$ cat config.mk
export PLATFORM = sky130hd
export DESIGN_NAME = multi_turn_angle_tracker
export DESIGN_NICKNAME = d
export VERILOG_FILES = /design/src/hdl/mtat_pkg.sv /design/src/hdl/mtat_dp.sv /design/src/hdl/mtat_ctrl.sv /design/src/hdl/multi_turn_angle_tracker.sv
export SDC_FILE = /design/constraint.sdc
export NUM_CORES = 1
export LEC_CHECK = 0
export ABC_AREA = 1
export ABC_CLOCK_PERIOD_IN_PS = 7900
export BUFFER_PORTS_ARGS = -buffer_cell sky130_fd_sc_hd__buf_2
export CORE_ASPECT_RATIO = 0.75
export CORE_MARGIN = 2
export CORE_UTILIZATION = 65
export DETAILED_ROUTE_END_ITERATION = 8
export PLACE_DENSITY = 0.88
export RECOVER_POWER = 25
export SYNTH_ARGS = -nofsm -noshare
export SYNTH_HDL_FRONTEND = slang
export SYNTH_SLANG_ARGS = --single-unit
$ cat constraint.sdc
create_clock -name clk -period 7.9 [get_ports clk]
set_clock_uncertainty 0.15 [all_clocks]
set_input_delay 0.395 -clock clk [delete_from_list [all_inputs] [get_ports clk]]
set_output_delay 0.395 -clock clk [all_outputs]
set_load 0.05 [all_outputs]
$ cat src/hdl/mtat_pkg.sv
package mtat_pkg;

  // fixed field and register widths
  localparam int RAW_W     = 16;
  localparam int POS_W     = 32;
  localparam int TCNT_W    = 16;
  localparam int RANGE_W   = 17;
  localparam int LIMIT_W   = 15;
  localparam int CFG_IDX_W = 2;
  localparam int CFG_W     = 17;
  localparam int IN_DATA_W  = 16;
  localparam int OUT_DATA_W = 48;

  // divide by three: floor(x / 3) == (x * RECIP3) >> RECIP_SHIFT for x below 2**17
  localparam int RECIP_SHIFT = 18;
  localparam logic [RANGE_W-1:0] RECIP3 = RANGE_W'(87382);
  localparam int PROD3_W = 2 * RANGE_W;
  localparam int DIV_W   = 16;

  // register indexes
  localparam logic [CFG_IDX_W-1:0] CFG_TURN_RANGE   = 2'd0;
  localparam logic [CFG_IDX_W-1:0] CFG_LIMIT_ENABLE = 2'd1;
  localparam logic [CFG_IDX_W-1:0] CFG_TURN_LIMIT   = 2'd2;

  // reset values
  localparam logic [RANGE_W-1:0] TURN_RANGE_RST = 17'd8192;
  localparam logic [LIMIT_W-1:0] TURN_LIMIT_RST = 15'd1;

  // sector classes; sector three leaves the turn count and last sector unchanged
  typedef enum logic [1:0] {
    SEC_0    = 2'd0,
    SEC_1    = 2'd1,
    SEC_2    = 2'd2,
    SEC_NONE = 2'd3
  } sector_t;

  // controller to datapath commands
  typedef struct packed {
    logic load_angle;
    logic calc_div;
    logic calc_sector;
    logic update_count;
    logic calc_pos;
    logic load_out;
  } cmd_t;

endpackage

$ cat src/hdl/mtat_dp.sv
module mtat_dp #(
  parameter int ANGLE_BITS = 16,
  parameter int COUNT_BITS = 16
) (
  input  logic                              clk,
  input  logic                              rst_n,
  input  mtat_pkg::cmd_t                    cmd,
  input  logic [mtat_pkg::IN_DATA_W-1:0]    raw_angle,
  input  logic                              cfg_we,
  input  logic [mtat_pkg::CFG_IDX_W-1:0]    cfg_index,
  input  logic [mtat_pkg::CFG_W-1:0]        cfg_wdata,
  output logic [mtat_pkg::POS_W-1:0]        total_position,
  output logic [mtat_pkg::TCNT_W-1:0]       turn_count
);

  localparam int AW = (ANGLE_BITS < mtat_pkg::RAW_W) ? ANGLE_BITS : mtat_pkg::RAW_W;
  localparam int EW = ((COUNT_BITS > mtat_pkg::TCNT_W) ? COUNT_BITS : mtat_pkg::TCNT_W) + 1;
  localparam int PW = COUNT_BITS + mtat_pkg::RANGE_W + 1;
  localparam int XW = 48;
  localparam int MW = mtat_pkg::DIV_W + 2;
  localparam logic signed [EW-1:0] CNT_HI = EW'((64'sd1 <<< (COUNT_BITS - 1)) - 64'sd1);
  localparam logic signed [EW-1:0] CNT_LO = -CNT_HI - EW'(1);

  // configuration registers
  logic [mtat_pkg::RANGE_W-1:0] turn_range_r;
  logic                         limit_enable_r;
  logic [mtat_pkg::LIMIT_W-1:0] turn_limit_r;

  // tracker state
  logic signed [COUNT_BITS-1:0] turn_counter_r;
  logic signed [COUNT_BITS-1:0] turn_counter_nxt;
  mtat_pkg::sector_t            last_sector_r;
  mtat_pkg::sector_t            last_sector_nxt;

  // per-word working registers
  logic [AW-1:0]                   angle_r;
  logic [mtat_pkg::PROD3_W-1:0]    prod3_r;
  logic [mtat_pkg::DIV_W-1:0]      div_r;
  mtat_pkg::sector_t               sector_r;
  mtat_pkg::sector_t               sector_nxt;
  logic signed [PW-1:0]            mult_r;
  logic [mtat_pkg::POS_W-1:0]      pos_r;
  logic [mtat_pkg::TCNT_W-1:0]     tcnt_r;

  logic [MW-1:0]           d1, d2, d4, ang_ext;
  logic signed [EW-1:0]    cnt_step, cnt_wrap, cnt_clamp, lim_ext;
  logic signed [XW-1:0]    mult_x;
  logic signed [mtat_pkg::POS_W-1:0] cnt_x;

  // config write port
  always_ff @(posedge clk) begin
    if (!rst_n) begin
      turn_range_r   <= mtat_pkg::TURN_RANGE_RST;
      limit_enable_r <= 1'b0;
      turn_limit_r   <= mtat_pkg::TURN_LIMIT_RST;
    end else if (cfg_we) begin
      unique case (cfg_index)
        mtat_pkg::CFG_TURN_RANGE:   turn_range_r   <= cfg_wdata[mtat_pkg::RANGE_W-1:0];
        mtat_pkg::CFG_LIMIT_ENABLE: limit_enable_r <= cfg_wdata[0];
        mtat_pkg::CFG_TURN_LIMIT:   turn_limit_r   <= cfg_wdata[mtat_pkg::LIMIT_W-1:0];
        default: ;
      endcase
    end
  end

  // sector bounds: one, two and four sector widths
  always_comb begin
    d1      = MW'(div_r);
    d2      = MW'({div_r, 1'b0});
    d4      = MW'({div_r, 2'b00});
    ang_ext = MW'(angle_r);
    priority if (ang_ext < d1) sector_nxt = mtat_pkg::SEC_0;
    else if (ang_ext < d2)     sector_nxt = mtat_pkg::SEC_1;
    else if (ang_ext < d4)     sector_nxt = mtat_pkg::SEC_2;
    else                       sector_nxt = mtat_pkg::SEC_NONE;
  end

  // turn update, limited-mode wrap, saturation
  always_comb begin
    cnt_step        = EW'(turn_counter_r);
    last_sector_nxt = last_sector_r;
    unique case (sector_r)
      mtat_pkg::SEC_0: begin
        if (last_sector_r == mtat_pkg::SEC_2) cnt_step = cnt_step + EW'(1);
        last_sector_nxt = mtat_pkg::SEC_0;
      end
      mtat_pkg::SEC_1: last_sector_nxt = mtat_pkg::SEC_1;
      mtat_pkg::SEC_2: begin
        if (last_sector_r == mtat_pkg::SEC_0) cnt_step = cnt_step - EW'(1);
        last_sector_nxt = mtat_pkg::SEC_2;
      end
      default: ;
    endcase
    lim_ext  = signed'(EW'(turn_limit_r));
    cnt_wrap = cnt_step;
    if (limit_enable_r) begin
      if (cnt_wrap >= lim_ext) cnt_wrap = '0;
      if (cnt_wrap < 0)        cnt_wrap = lim_ext - EW'(1);
    end
    priority if (cnt_wrap > CNT_HI) cnt_clamp = CNT_HI;
    else if (cnt_wrap < CNT_LO)     cnt_clamp = CNT_LO;
    else                            cnt_clamp = cnt_wrap;
    turn_counter_nxt = cnt_clamp[COUNT_BITS-1:0];
  end

  // tracker state registers
  always_ff @(posedge clk) begin
    if (!rst_n) begin
      turn_counter_r <= '0;
      last_sector_r  <= mtat_pkg::SEC_0;
    end else if (cmd.update_count) begin
      turn_counter_r <= turn_counter_nxt;
      last_sector_r  <= last_sector_nxt;
    end
  end

  assign mult_x = XW'(mult_r);
  assign cnt_x  = mtat_pkg::POS_W'(turn_counter_r);

  // datapath pipeline registers
  always_ff @(posedge clk) begin
    if (cmd.load_angle) begin
      angle_r <= raw_angle[AW-1:0];
      prod3_r <= turn_range_r * mtat_pkg::RECIP3;
    end
    if (cmd.calc_div) begin
      div_r <= prod3_r[mtat_pkg::RECIP_SHIFT +: mtat_pkg::DIV_W];
    end
    if (cmd.calc_sector) begin
      sector_r <= sector_nxt;
    end
    if (cmd.calc_pos) begin
      mult_r <= turn_counter_r * signed'({1'b0, turn_range_r});
    end
    if (cmd.load_out) begin
      pos_r  <= mult_x[mtat_pkg::POS_W-1:0] + mtat_pkg::POS_W'(angle_r);
      tcnt_r <= cnt_x[mtat_pkg::TCNT_W-1:0];
    end
  end

  assign total_position = pos_r;
  assign turn_count     = tcnt_r;

endmodule

$ cat src/hdl/mtat_ctrl.sv
module mtat_ctrl (
  input  logic           clk,
  input  logic           rst_n,
  input  logic           in_tvalid,
  output logic           in_tready,
  output logic           out_tvalid,
  input  logic           out_tready,
  output mtat_pkg::cmd_t cmd
);

  typedef enum logic [2:0] {
    S_IDLE,
    S_DIV,
    S_SECT,
    S_CNT,
    S_POS,
    S_DONE
  } state_t;

  state_t state_r;
  logic   out_tvalid_r;
  logic   out_free;

  assign out_free  = !out_tvalid_r || out_tready;
  assign in_tready = (state_r == S_IDLE);

  // commands decoded from state
  always_comb begin
    cmd              = '0;
    cmd.load_angle   = (state_r == S_IDLE) && in_tvalid;
    cmd.calc_div     = (state_r == S_DIV);
    cmd.calc_sector  = (state_r == S_SECT);
    cmd.update_count = (state_r == S_CNT);
    cmd.calc_pos     = (state_r == S_POS);
    cmd.load_out     = (state_r == S_DONE) && out_free;
  end

  // sequencer and output valid
  always_ff @(posedge clk) begin
    if (!rst_n) begin
      state_r      <= S_IDLE;
      out_tvalid_r <= 1'b0;
    end else begin
      if (cmd.load_out)    out_tvalid_r <= 1'b1;
      else if (out_tready) out_tvalid_r <= 1'b0;
      unique case (state_r)
        S_IDLE: if (in_tvalid) state_r <= S_DIV;
        S_DIV:  state_r <= S_SECT;
        S_SECT: state_r <= S_CNT;
        S_CNT:  state_r <= S_POS;
        S_POS:  state_r <= S_DONE;
        S_DONE: begin
          if (out_free) state_r <= S_IDLE;
        end
        default: state_r <= S_IDLE;
      endcase
    end
  end

  assign out_tvalid = out_tvalid_r;

endmodule

$ cat src/hdl/multi_turn_angle_tracker.sv
// channel | direction | handshake          | payload
// in_     | slave     | in_tvalid/tready   | in_tdata[15:0] raw_angle
// out_    | master    | out_tvalid/tready  | out_tdata[31:0] total_position,
//         |           |                    | out_tdata[47:32] turn_count
// cfg_    | write     | cfg_we             | cfg_index, cfg_wdata
//
// from acceptance to out_tvalid a word passes one sequencer state each for:
// divide-by-three extract, sector compare, turn update, position multiply, add.
// one word is in flight at a time; in_tready is high only while idle, so a new
// word is taken only after the previous one has left the last state.
// the output register holds a finished word while the next one is worked on;
// the last step waits while that register is still occupied.
// rst_n (synchronous) restores register defaults, zero turns and sector zero.
module multi_turn_angle_tracker #(
  parameter int ANGLE_BITS = 16,
  parameter int COUNT_BITS = 16
) (
  input  logic                               clk,
  input  logic                               rst_n,
  input  logic                               in_tvalid,
  output logic                               in_tready,
  input  logic [mtat_pkg::IN_DATA_W-1:0]     in_tdata,   // [15:0] raw_angle
  output logic                               out_tvalid,
  input  logic                               out_tready,
  output logic [mtat_pkg::OUT_DATA_W-1:0]    out_tdata,  // [31:0] total_position, [47:32] turn_count
  input  logic                               cfg_we,
  input  logic [mtat_pkg::CFG_IDX_W-1:0]     cfg_index,
  input  logic [mtat_pkg::CFG_W-1:0]         cfg_wdata
);

  mtat_pkg::cmd_t                cmd;
  logic [mtat_pkg::POS_W-1:0]    total_position;
  logic [mtat_pkg::TCNT_W-1:0]   turn_count;

  mtat_ctrl u_ctrl (
    .clk        (clk),
    .rst_n      (rst_n),
    .in_tvalid  (in_tvalid),
    .in_tready  (in_tready),
    .out_tvalid (out_tvalid),
    .out_tready (out_tready),
    .cmd        (cmd)
  );

  mtat_dp #(
    .ANGLE_BITS (ANGLE_BITS),
    .COUNT_BITS (COUNT_BITS)
  ) u_dp (
    .clk            (clk),
    .rst_n          (rst_n),
    .cmd            (cmd),
    .raw_angle      (in_tdata),
    .cfg_we         (cfg_we),
    .cfg_index      (cfg_index),
    .cfg_wdata      (cfg_wdata),
    .total_position (total_position),
    .turn_count     (turn_count)
  );

  assign out_tdata = {turn_count, total_position};

endmodule
# == After elaboration in Yosys (flattened, before gate mapping) ==
# Index checks and enable logic that the tools add are counted.
# word_totals
ff_bits,202
output_inout_bits,50
wordCells,73
# classes
n_reduce_logical,16
n_lt_le_gt_ge,7
muxes,17
mul,2
n_addsub,4
eq_ne,12
# ops
operator,n
17-bit 2-to-1 mux,6
17-bit one-hot mux with 2 select lines,1
17-bit by 16-bit multiplier with 33-bit output (second input constant),1
32-bit by 16-bit adder with 32-bit output,1
16-bit by 18-bit multiplier with 32-bit output,1
16-bit 2-to-1 mux,2
16-bit by 18-bit < comparator with 1-bit output,1
3-bit one-hot mux with 6 select lines,1
16-bit by 2-bit adder with 17-bit output (second input constant),1
17-bit by 16-bit >= comparator with 1-bit output,1
17-bit by 16-bit greater-than comparator with 1-bit output (second input constant),1
16-bit by 17-bit < comparator with 1-bit output,1
17-bit by 1-bit < comparator with 1-bit output (second input constant),1
17-bit by 16-bit < comparator with 1-bit output (second input constant),1
16-bit by 2-bit subtractor with 17-bit output (second input constant),1
16-bit < comparator,1
15-bit by 1-bit subtractor with 16-bit output (second input constant),1
2-bit AND reduction,5
2-bit == test (second input constant),3
3-bit by 2-bit == test with 1-bit output (second input constant),2
3-bit == test (second input constant),2
2-bit logical NOT,3
3-bit 2-to-1 mux,2
2-bit one-hot mux with 3 select lines,1
12 further kinds,17

# == Longest topological paths before layout ==
# Gate-level depths: netlist (run 1).
# depth
depth_word,12
mapped_depth,30
mapped_depth_nobuf,28

# == By module ==
# A second synthesis (run 1) with hierarchy kept.
# unflattened
cells_unflattened,2935
area_unflattened_um2,24419.7
# modules_own_cells
mod,area_each_um2,n_inst,cells_each
mtat_dp,24217.0,1,2901
mtat_ctrl,202.7,1,34

# == Worst setup path before layout (run 1) ==
# No wires, ideal clock.
# synth_path
path_kind,register to register
start,reg u_dp.turn_counter_r[4]
end,reg u_dp.mult_r[20] (data pin)
slack_ns,1.579
path_stages_with_launch,22
arrival_time_ns,5.906
path_buffers,2
setup_time_ns,0.265
synth_period_minus_slack_ns,6.321
required_ns,7.485
cell_sequence,dfxtp_1 clkbuf_1 clkbuf_1 nand2_1 fa_1 inv_1 fa_1 inv_1 fa_1 fa_1 inv_1 fa_1 fa_1 ha_1 a21oi_1 o21a_1 o21ai_0 a21boi_0 o21ai_0 a31oi_1 o21ai_0 xor2_1
# synth_between
elab_chain_cells,1
# synth_rtl
element,line_no,source
start: declaration,mtat_dp.sv:30,logic signed [COUNT_BITS-1:0] turn_counter_r;
start signal: assignment,mtat_dp.sv:112,turn_counter_r <= turn_counter_nxt;
16-bit by 18-bit multiplier with 32-bit output,mtat_dp.sv:133,"mult_r <= turn_counter_r * signed'({1'b0, turn_range_r});"
end signal: assignment,mtat_dp.sv:133,
end: declaration,mtat_dp.sv:41,logic signed [PW-1:0] mult_r;
# No other way between the ends.
# A chain may end at the register's enable or synchronous reset.

# == Final worst setup path (run 1) ==
# layout_path
start,reg u_dp.turn_counter_r[10]
end,reg u_dp.mult_r[31] (data pin)
# Same word-level chain as after synthesis.

==> results of run 1 <==
==> cells in the mapped netlist, types with 6 or more instances <==
cell type / number
sky130_fd_sc_hd__a21o_1: 9
sky130_fd_sc_hd__buf_1: 8
sky130_fd_sc_hd__clkbuf_1: 71
sky130_fd_sc_hd__edfxtp_1: 130
sky130_fd_sc_hd__nand4_1: 19
sky130_fd_sc_hd__o21ai_0: 109
sky130_fd_sc_hd__xor2_1: 60
sky130_fd_sc_hd__a31oi_1: 8
sky130_fd_sc_hd__o221ai_1: 6
sky130_fd_sc_hd__inv_1: 654
sky130_fd_sc_hd__nor2_1: 136
sky130_fd_sc_hd__dfxtp_1: 55
sky130_fd_sc_hd__ha_1: 319
sky130_fd_sc_hd__nor3_1: 15
sky130_fd_sc_hd__a22oi_1: 6
sky130_fd_sc_hd__xnor2_1: 40
sky130_fd_sc_hd__fa_1: 298
sky130_fd_sc_hd__a21oi_1: 150
sky130_fd_sc_hd__o211ai_1: 6
sky130_fd_sc_hd__a21oi_2: 10
sky130_fd_sc_hd__inv_2: 6
sky130_fd_sc_hd__nand3_1: 42
sky130_fd_sc_hd__nand2_1: 471
==> worst min-delay path: cells and delay by family <==
kind / cells / cell delay, ps
simple gates: 2 / 120
buf+inv: 1 / 90
==> path summary, 6_finish.rpt <==
| check | slack (ps) | cells past startpoint | to | start |
|---|---|---|---|---|
| setup / recovery | 940 | 19 | u_dp.mult_r[31] | u_dp.turn_counter_r[10] |
| hold / removal | 20 | 3 | u_dp.turn_range_r[3] | cfg_wdata[3] |
| hold reg to reg | 280 | 0 | u_dp.div_r[2] | u_dp.prod3_r[20] |
| setup reg to reg | 940 | 19 | u_dp.mult_r[31] | u_dp.turn_counter_r[10] |
==> metal layers <==
layer	wire length [um]	track usage, %
met4	2270	12.8
met1	25900	45.7
met3	5820	7.33
met5	0	0
met2	29000	57.7
==> power by group through the flow <==
| stage | clock (mW) | combinational [mW] | sequential, mW |
|---|---|---|---|
| finish | 0.864 | 1.51 | 1.24 |
| global route | 0.907 | 1.70 | 1.24 |
| CTS | 0.864 | 1.49 | 1.23 |
| detailed placement | 0 | 1.47 | 1.25 |
| global placement | 0 | 1.42 | 1.25 |
| floorplan | 0 | 1.09 | 1.22 |
==> kinds of logic (layout without fill, tap and decap cells) <==
family	count (synthesis)	after routing	share of synthesized area [%]
buffers and inverters	747	828	12.0
AND/OR/NAND/NOR	718	718	12.5
flip-flops	185	185	21.2
AO/OA/AOI/OAI	346	346	8.41
XOR/XNOR	100	100	3.71
adder cells (fa/ha/maj)	617	617	42.2
==> state kept, by name (all words and copies together), names as in the netlist <==
register	count
u_dp.last_sector_r	2
u_ctrl.out_tvalid	1
u_dp.total_position	32
u_dp.turn_limit_r	15
u_dp.mult_r	32
u_dp.angle_r	16
u_dp.sector_r	2
u_ctrl.state_r	3
u_dp.turn_counter_r	16
u_dp.prod3_r	16
u_dp.div_r	16
u_dp.limit_enable_r	1
u_dp.turn_count	16
u_dp.turn_range_r	17
==> metrics by stage <==
step,worst slack (ps),area (um2)
3_5_place_dp,1180,24500
4_1_cts,1130,25300
3_3_place_gp,1430,24500
2_1_floorplan,1580,23600
5_1_grt,681,25200
6_report,943,25200
==> layout make-up <==
class                   count  area, um2  area share (%)
inverters                 662       2480            9.86
multi-input cells        1781      15800            62.7
clock inverters            14        145           0.576
flip-flops and latches    185       5000            19.9
repair buffers            134        764            3.03
clock buffers              18        429            1.70
well taps                 465        582            2.31
==> repair_timing <==
item,4_1_cts,5_1_grt
hold buffers,16,0
gates resized for setup,0,0
endpoints found under the hold margin,16,0
==> impl.org, run 1 <==
** Run status
- The run finished, with violations left.
- Violated checks :: capacitance limit, slew limit

** Final layout
- Nets@finish :: 3,438
- The library cell used most frequently in the layout, excluding fill and tap cells, is sky130_fd_sc_hd__inv_1.
- Relative to the synthesized area, the layout overhead comes to 6.73%.
- Final std cells w/o fill :: 3,259
- The top cell types in the final layout, fill and taps aside, are sky130_fd_sc_hd__inv_1, sky130_fd_sc_hd__nand2_1, sky130_fd_sc_hd__ha_1.
- The repair_antennas step left the layout with diodes totalling 0.
- Fill cells :: 2,696
- Utilization after layout :: 70.4%
- Proportion of layout cells with a drive suffix above 1 :: 5.94%

** STA
- Count of pins over their slew limit :: 52
- Timing would allow up to 0.144 GHz.
- Accumulated negative setup slack :: 0 ps
- Unrepaired setup endpoints after global routing :: false
- Setup violations remaining at the end of the flow were counted as 0.
- In the finished design, the share of the clock period the worst path needs comes to 88.1%.
- The worst pin sits at a relative slew slack of -22.5%.
- Worst-margin pin slew :: 1840 ps
- Hold Slack :: 17.0 ps
- Min cycle time layout :: 6960 ps
- Final-report hold violation count :: 0

** Pwr
- Internal power comes to 2.14 mW.
- Clock share of power :: 23.9%
- Sequential cells account for 34.2% of the total power.
- Switching component of the power :: 1.47 mW
- The completed layout was analyzed and its total power is 3.61 mW.
- Net switching is 40.6% of the power.
- The worst-case IR drop observed on VDD is 0.148 mV.
- Summed over all cells, the static leakage comes to 13.3 nW.
- PwrDens :: 143 nW/um2
- Of the total power, combinational logic draws 41.8%.

** Critical path
- Worst-path fanout max :: 20
- CP Cell Sequence :: clkbuf_1 > nand2_1 > fa_1 > fa_1 > inv_1 > fa_1 > inv_1 > fa_1 > fa_1 > inv_1 > fa_1 > ha_1 > a21oi_1 > o21ai_0 > a21oi_1 > o211ai_1 > a21oi_1 > o21ai_0 > xnor2_1
- The slowest stage of the critical path belongs to the cell sky130_fd_sc_hd__clkbuf_1.
- Together, buffers and inverters on the worst path number 4.
- On the worst path, the slowest cell contributes a delay of 980 ps.
- At the worst endpoint, the required time is 7960 ps.
- The cell that appears most often on the critical path is sky130_fd_sc_hd__fa_1.
- STA puts the critical path data arrival time at 7010 ps.
- Startpoint Class :: register
- By startpoint and endpoint, the worst setup path is classified as register to register.
- Critical Path Sink Type :: register
- CP delay by family, top :: adder cells

** Floorplanning
- From left edge to right edge, the die measures 224 um.
- Initial standard-cell utilization of the core :: 65.9%
- Placeable core area :: 35,800 um2
- Height of the chip :: 169 um
- Count of boundary I/O pins :: 90
- The floorplan step defined a die boundary enclosing 37,900 um2.
- Row generation in the floorplan step produced 60 rows.

** Logic synthesis
- Syn Area/Cell :: 8.70 um2
- For this run, the leading register cell type out of synthesis is sky130_fd_sc_hd__edfxtp_1.
- Netlist Area Pre-Place :: 23,600 um2
- Of all cell types, the one taking the most synthesized area is sky130_fd_sc_hd__fa_1.
- Of the synthesized area, sequential elements account for 21.2%.
- After synthesis the netlist holds a flip-flop and latch count of 185.
- Yosys warning count :: 0
- Counting flops with an async set or reset pin after synthesis yields a share of 0%.
- In this run, synthesis inferred 130 flip-flops with an integrated enable.
- Number of unique standard cell types used by synthesis :: 58
- Syn Nets :: 3,370
- Cell count after synthesis :: 2,713
- Proportion of netlist area held by the largest area contributor :: 25.3%
- Synth area leaders :: sky130_fd_sc_hd__fa_1, sky130_fd_sc_hd__ha_1, sky130_fd_sc_hd__edfxtp_1

** Clocking
- Master cell of the clock root buffer :: sky130_fd_sc_hd__clkbuf_16
- Post-CTS timing repair inserted 0 buffers for setup.
- Clock-pin slew was measured on the worst setup and hold paths at 80 ps.
- Counting every sink on the clock net gives 185.
- The number of clock buffers added by TritonCTS is 17.
- The H-tree was split into 4 levels.
- TritonCTS built the clock tree.
- The clock passes through at most 2 buffers.
- Worst-Skew Late Latency :: 470 ps

** Drt
- Average wire length per cell after detail routing :: 19.3 um
- The count of nets left with antenna violations once routing finished came out at 0.
- In the routed design, unresolved DRC markers number 0.
- Drt first-iter violations :: 1,713
- Detailed-route via count :: 18,772
- Ratio of routed vias to standard cells :: 5.76
- Final wirelength :: 63,000 um
- The first detailed-routing pass ran for 6 iterations.

** Global route
- The initial antenna violation count was 0.
- Entering global routing, the biggest net connects 52 pins.
- Number of global-route vias before repair :: 19,671
- The first global-routing pass estimated 102,000 um of wire.
- Global routing used 34.9% of the available tracks.
- Total congestion overflow :: 0

** Run
- The tool flagged a number of max-cap violations equal to 1.

** Place
- In this run the tool buffered the top-level ports with 89 buffer cells.
- Routability Congestion :: 0.948
- Inst Count DP :: 3,211
- Summed over all nets, the half-perimeter wirelength after detailed placement is 50,800 um.

** Worst hold path
- The path class of the tightest hold or removal check is input pin to register.
Power figures use the tool's default switching activity.
==> run 2: changes to the inputs <==
--- a/config.mk
+++ b/config.mk
@@ -10,9 +10,9 @@
 export BUFFER_PORTS_ARGS = -buffer_cell sky130_fd_sc_hd__buf_2
 export CORE_ASPECT_RATIO = 0.75
 export CORE_MARGIN = 2
-export CORE_UTILIZATION = 65
+export CORE_UTILIZATION = 50
 export DETAILED_ROUTE_END_ITERATION = 8
-export PLACE_DENSITY = 0.88
+export PLACE_DENSITY = 0.72
 export RECOVER_POWER = 25
 export SYNTH_ARGS = -nofsm -noshare
 export SYNTH_HDL_FRONTEND = slang
==> impl.org, run 2 (synthesis gave the netlist of run 1 again) <==
** Run status
- The run finished, with violations left.
- Violated checks :: capacitance limit, slew limit

** Clocking
- Counting every sink on the clock net gives 185.
- Post-CTS timing repair inserted 0 buffers for setup.
- In this run the number of H-tree levels came out at 4.
- CTS buffer count :: 17
- Clock-pin slew was measured on the worst setup and hold paths at 70 ps.
- CTS placed an instance of sky130_fd_sc_hd__clkbuf_16 at the clock tree root.
- In this run the deepest clock path goes through 2 buffers.
- Clock latency on the worst-skew pair, taken at its later pin, is 500 ps.
- TritonCTS clock tree :: yes

** Final layout
- Area added between synthesis and finish :: 7.84%
- Registers take 5000 um2.
- The top cell types in the final layout, fill and taps aside, are sky130_fd_sc_hd__inv_1, sky130_fd_sc_hd__nand2_1, sky130_fd_sc_hd__ha_1.
- Leaving out fill and tap cells, the most frequent cell in the layout is sky130_fd_sc_hd__inv_1.
- Area of the multi-input gates :: 15,800 um2
- After filler insertion, the fill cell instance count of the layout stands at 4,209.
- Final std cells w/o fill :: 3,431
- Proportion of layout cells with a drive suffix above 1 :: 6.11%
- Nets@finish :: 3,443
- Post-Layout Inst Area :: 25,500 um2

** Drt
- In the final routed layout, each cell accounts on average for 18.2 um.
- Final routed DRC violation total :: 0
- Detailed routing inserted a total of 18,342 vias.
- Number of detailed-route iterations in the first pass :: 6
- The count of nets left with antenna violations once routing finished came out at 0.
- Final wirelength :: 62,600 um
- Drt first-iter violations :: 1,753
- Dividing the detail-routed via count by the number of cells gives 5.35.

** Run
- Max-Cap Viols :: 1

** Critical path
- FF-to-FF Start :: u_dp.turn_counter_r[2]
- Data required time at the worst endpoint :: 7970 ps
- Startpoint Class :: register
- In this run the critical register-to-register path is captured at u_dp.mult_r[28].
- Minimum setup slack among reg-to-reg paths :: 800 ps
- Worst setup path class :: register to register
- Of all nets on the critical path, the largest fanout is 19.
- The worst register-to-register path has a depth of 19.
- Arrival time reported for the critical path endpoint :: 7170 ps
- Critical Path Sink Type :: register

** STA
- Fmax :: 0.141 GHz
- Final-report hold violation count :: 0
- Setup repair after global routing left no endpoint under its margin.
- Hold Slack :: 27.7 ps
- Min cycle time layout :: 7100 ps
- Setup violations remaining at the end of the flow were counted as 0.
- The max-slew violation count is 52.
- At the pin with the least slew margin, the transition time is 1890 ps.
- Accumulated negative setup slack :: 0 ps
- In this run the tightest slew margin relative to its limit is -26.3%.
- Dividing the final minimum period by the clock period gives 89.8%.

** Place
- Summing all placed instances gives a cell area of 24,800 um2.
- Port buffering added 89 buffers.
- Routability-driven placement finished with a final weighted congestion of 0.951.
- The HPWL after detailed placement is 51,300 um.
- After detailed placement, the design holds a cell count of 3,381.

** Floorplanning
- Number of cell rows :: 68
- Die width :: 255 um
- The die covers 49,000 um2.
- 90 I/O pins were placed.
- The region available for standard cell placement spans 46,300 um2.
- The initial utilization of the core area, before any placement, comes to 51.0%.
- Height of the chip :: 192 um

** Worst hold path
- Hold path endpoint :: u_dp.turn_range_r[1]
- Class of the tightest hold or removal check :: input pin to register
- Worst hold path cell count :: 3
- The startpoint identified for the worst hold timing path is cfg_wdata[1].

** Pwr
- PwrDens :: 143 nW/um2
- Leakage power figure :: 13.3 nW
- Worst voltage drop across the vdd grid :: 0.146 mV

** Global route
- Overall fraction of global-route tracks in use :: 26.8%
- The number of global-route vias before repair was 18,741.
- Entering global routing, the biggest net connects 52 pins.
- Global-route wire length before repair :: 101,000 um
- Total congestion overflow :: 0
- Initial antenna violation count :: 0
run 2: cell count changes in the layout (fill, tap and decap cells not counted), sizes merged:
| cell | delta |
|---|---|
| buf | +4 |
| bufinv | +1 |
| clkinv | -2 |
| diode | +2 |
| inv | +2 |
run 2: per-layer routing:
| metal | global-route usage, % | wire length, um | vias up |
|---|---|---|---|
| met1 | 38.5 | 28300 | 8835 |
| met5 | 0 | 0 | - |
| met2 | 41.1 | 26900 | 843 |
| li1 | - | - | 8576 |
| met3 | 5.03 | 6070 | 88 |
| met4 | 7.58 | 1360 | 0 |
run 2: cell type report:
class / count / area share, %
diodes: 2 / 0.0197
clock buffers: 17 / 1.67
clock inverters: 15 / 0.668
inverters: 662 / 9.76
multi-input cells: 1781 / 62.0
flip-flops and latches: 185 / 19.7
well taps: 630 / 3.10
repair buffers: 139 / 3.12
run 2: worst max path at each step:
stage,start,endpoint,slack (ps),cells past startpoint
finish,u_dp.turn_counter_r[2],u_dp.mult_r[28],800,19
global route,u_dp.turn_counter_r[2],u_dp.mult_r[28],440,19
CTS,u_dp.turn_range_r[12],u_dp.mult_r[29],1250,23
detailed placement,u_dp.turn_range_r[12],u_dp.mult_r[29],1290,23
global placement,u_dp.turn_range_r[12],u_dp.mult_r[29],1490,23
floorplan,u_dp.turn_counter_r[4],u_dp.mult_r[20],1580,21
run 2: stage by stage:
stage	power, mW	utilization [%]	setup WS [ps]
2_1_floorplan	2.31	-	1580
3_3_place_gp	2.69	53.5	1490
3_5_place_dp	2.73	53.5	1290
4_1_cts	3.63	55.2	1250
5_1_grt	3.90	55.0	438
6_report	3.63	55.0	804
run 2: worst max-delay path, stage by stage, from the launching register on:
cell and delay, ps:
sky130_fd_sc_hd__dfxtp_1 510, sky130_fd_sc_hd__clkbuf_1 950, sky130_fd_sc_hd__nand2_1 180, sky130_fd_sc_hd__fa_1 560, sky130_fd_sc_hd__inv_1 60, sky130_fd_sc_hd__fa_1 510, sky130_fd_sc_hd__fa_1 550, sky130_fd_sc_hd__inv_1 60
sky130_fd_sc_hd__fa_1 520, sky130_fd_sc_hd__fa_1 520, sky130_fd_sc_hd__inv_1 60, sky130_fd_sc_hd__fa_1 440, sky130_fd_sc_hd__ha_1 430, sky130_fd_sc_hd__nand2_1 150, sky130_fd_sc_hd__nor4_1 450, sky130_fd_sc_hd__nand3_1 150
sky130_fd_sc_hd__nand3_1 160, sky130_fd_sc_hd__a31o_2 190, sky130_fd_sc_hd__a31oi_1 90, sky130_fd_sc_hd__xor2_1 150
run 2: repair_timing:
action / 4_1_cts / 5_1_grt
hold buffers: 16 / 0
endpoints found under the setup margin: 0 / 0
hold endpoints to repair: 16 / 0
resized for setup: 0 / 0
run 2: power by group:
| group | internal, mW | switching (mW) | total [mW] |
|---|---|---|---|
| Clock | 0.453 | 0.439 | 0.892 |
| Combinational | 0.560 | 0.950 | 1.51 |
| Sequential | 1.16 | 0.0737 | 1.23 |
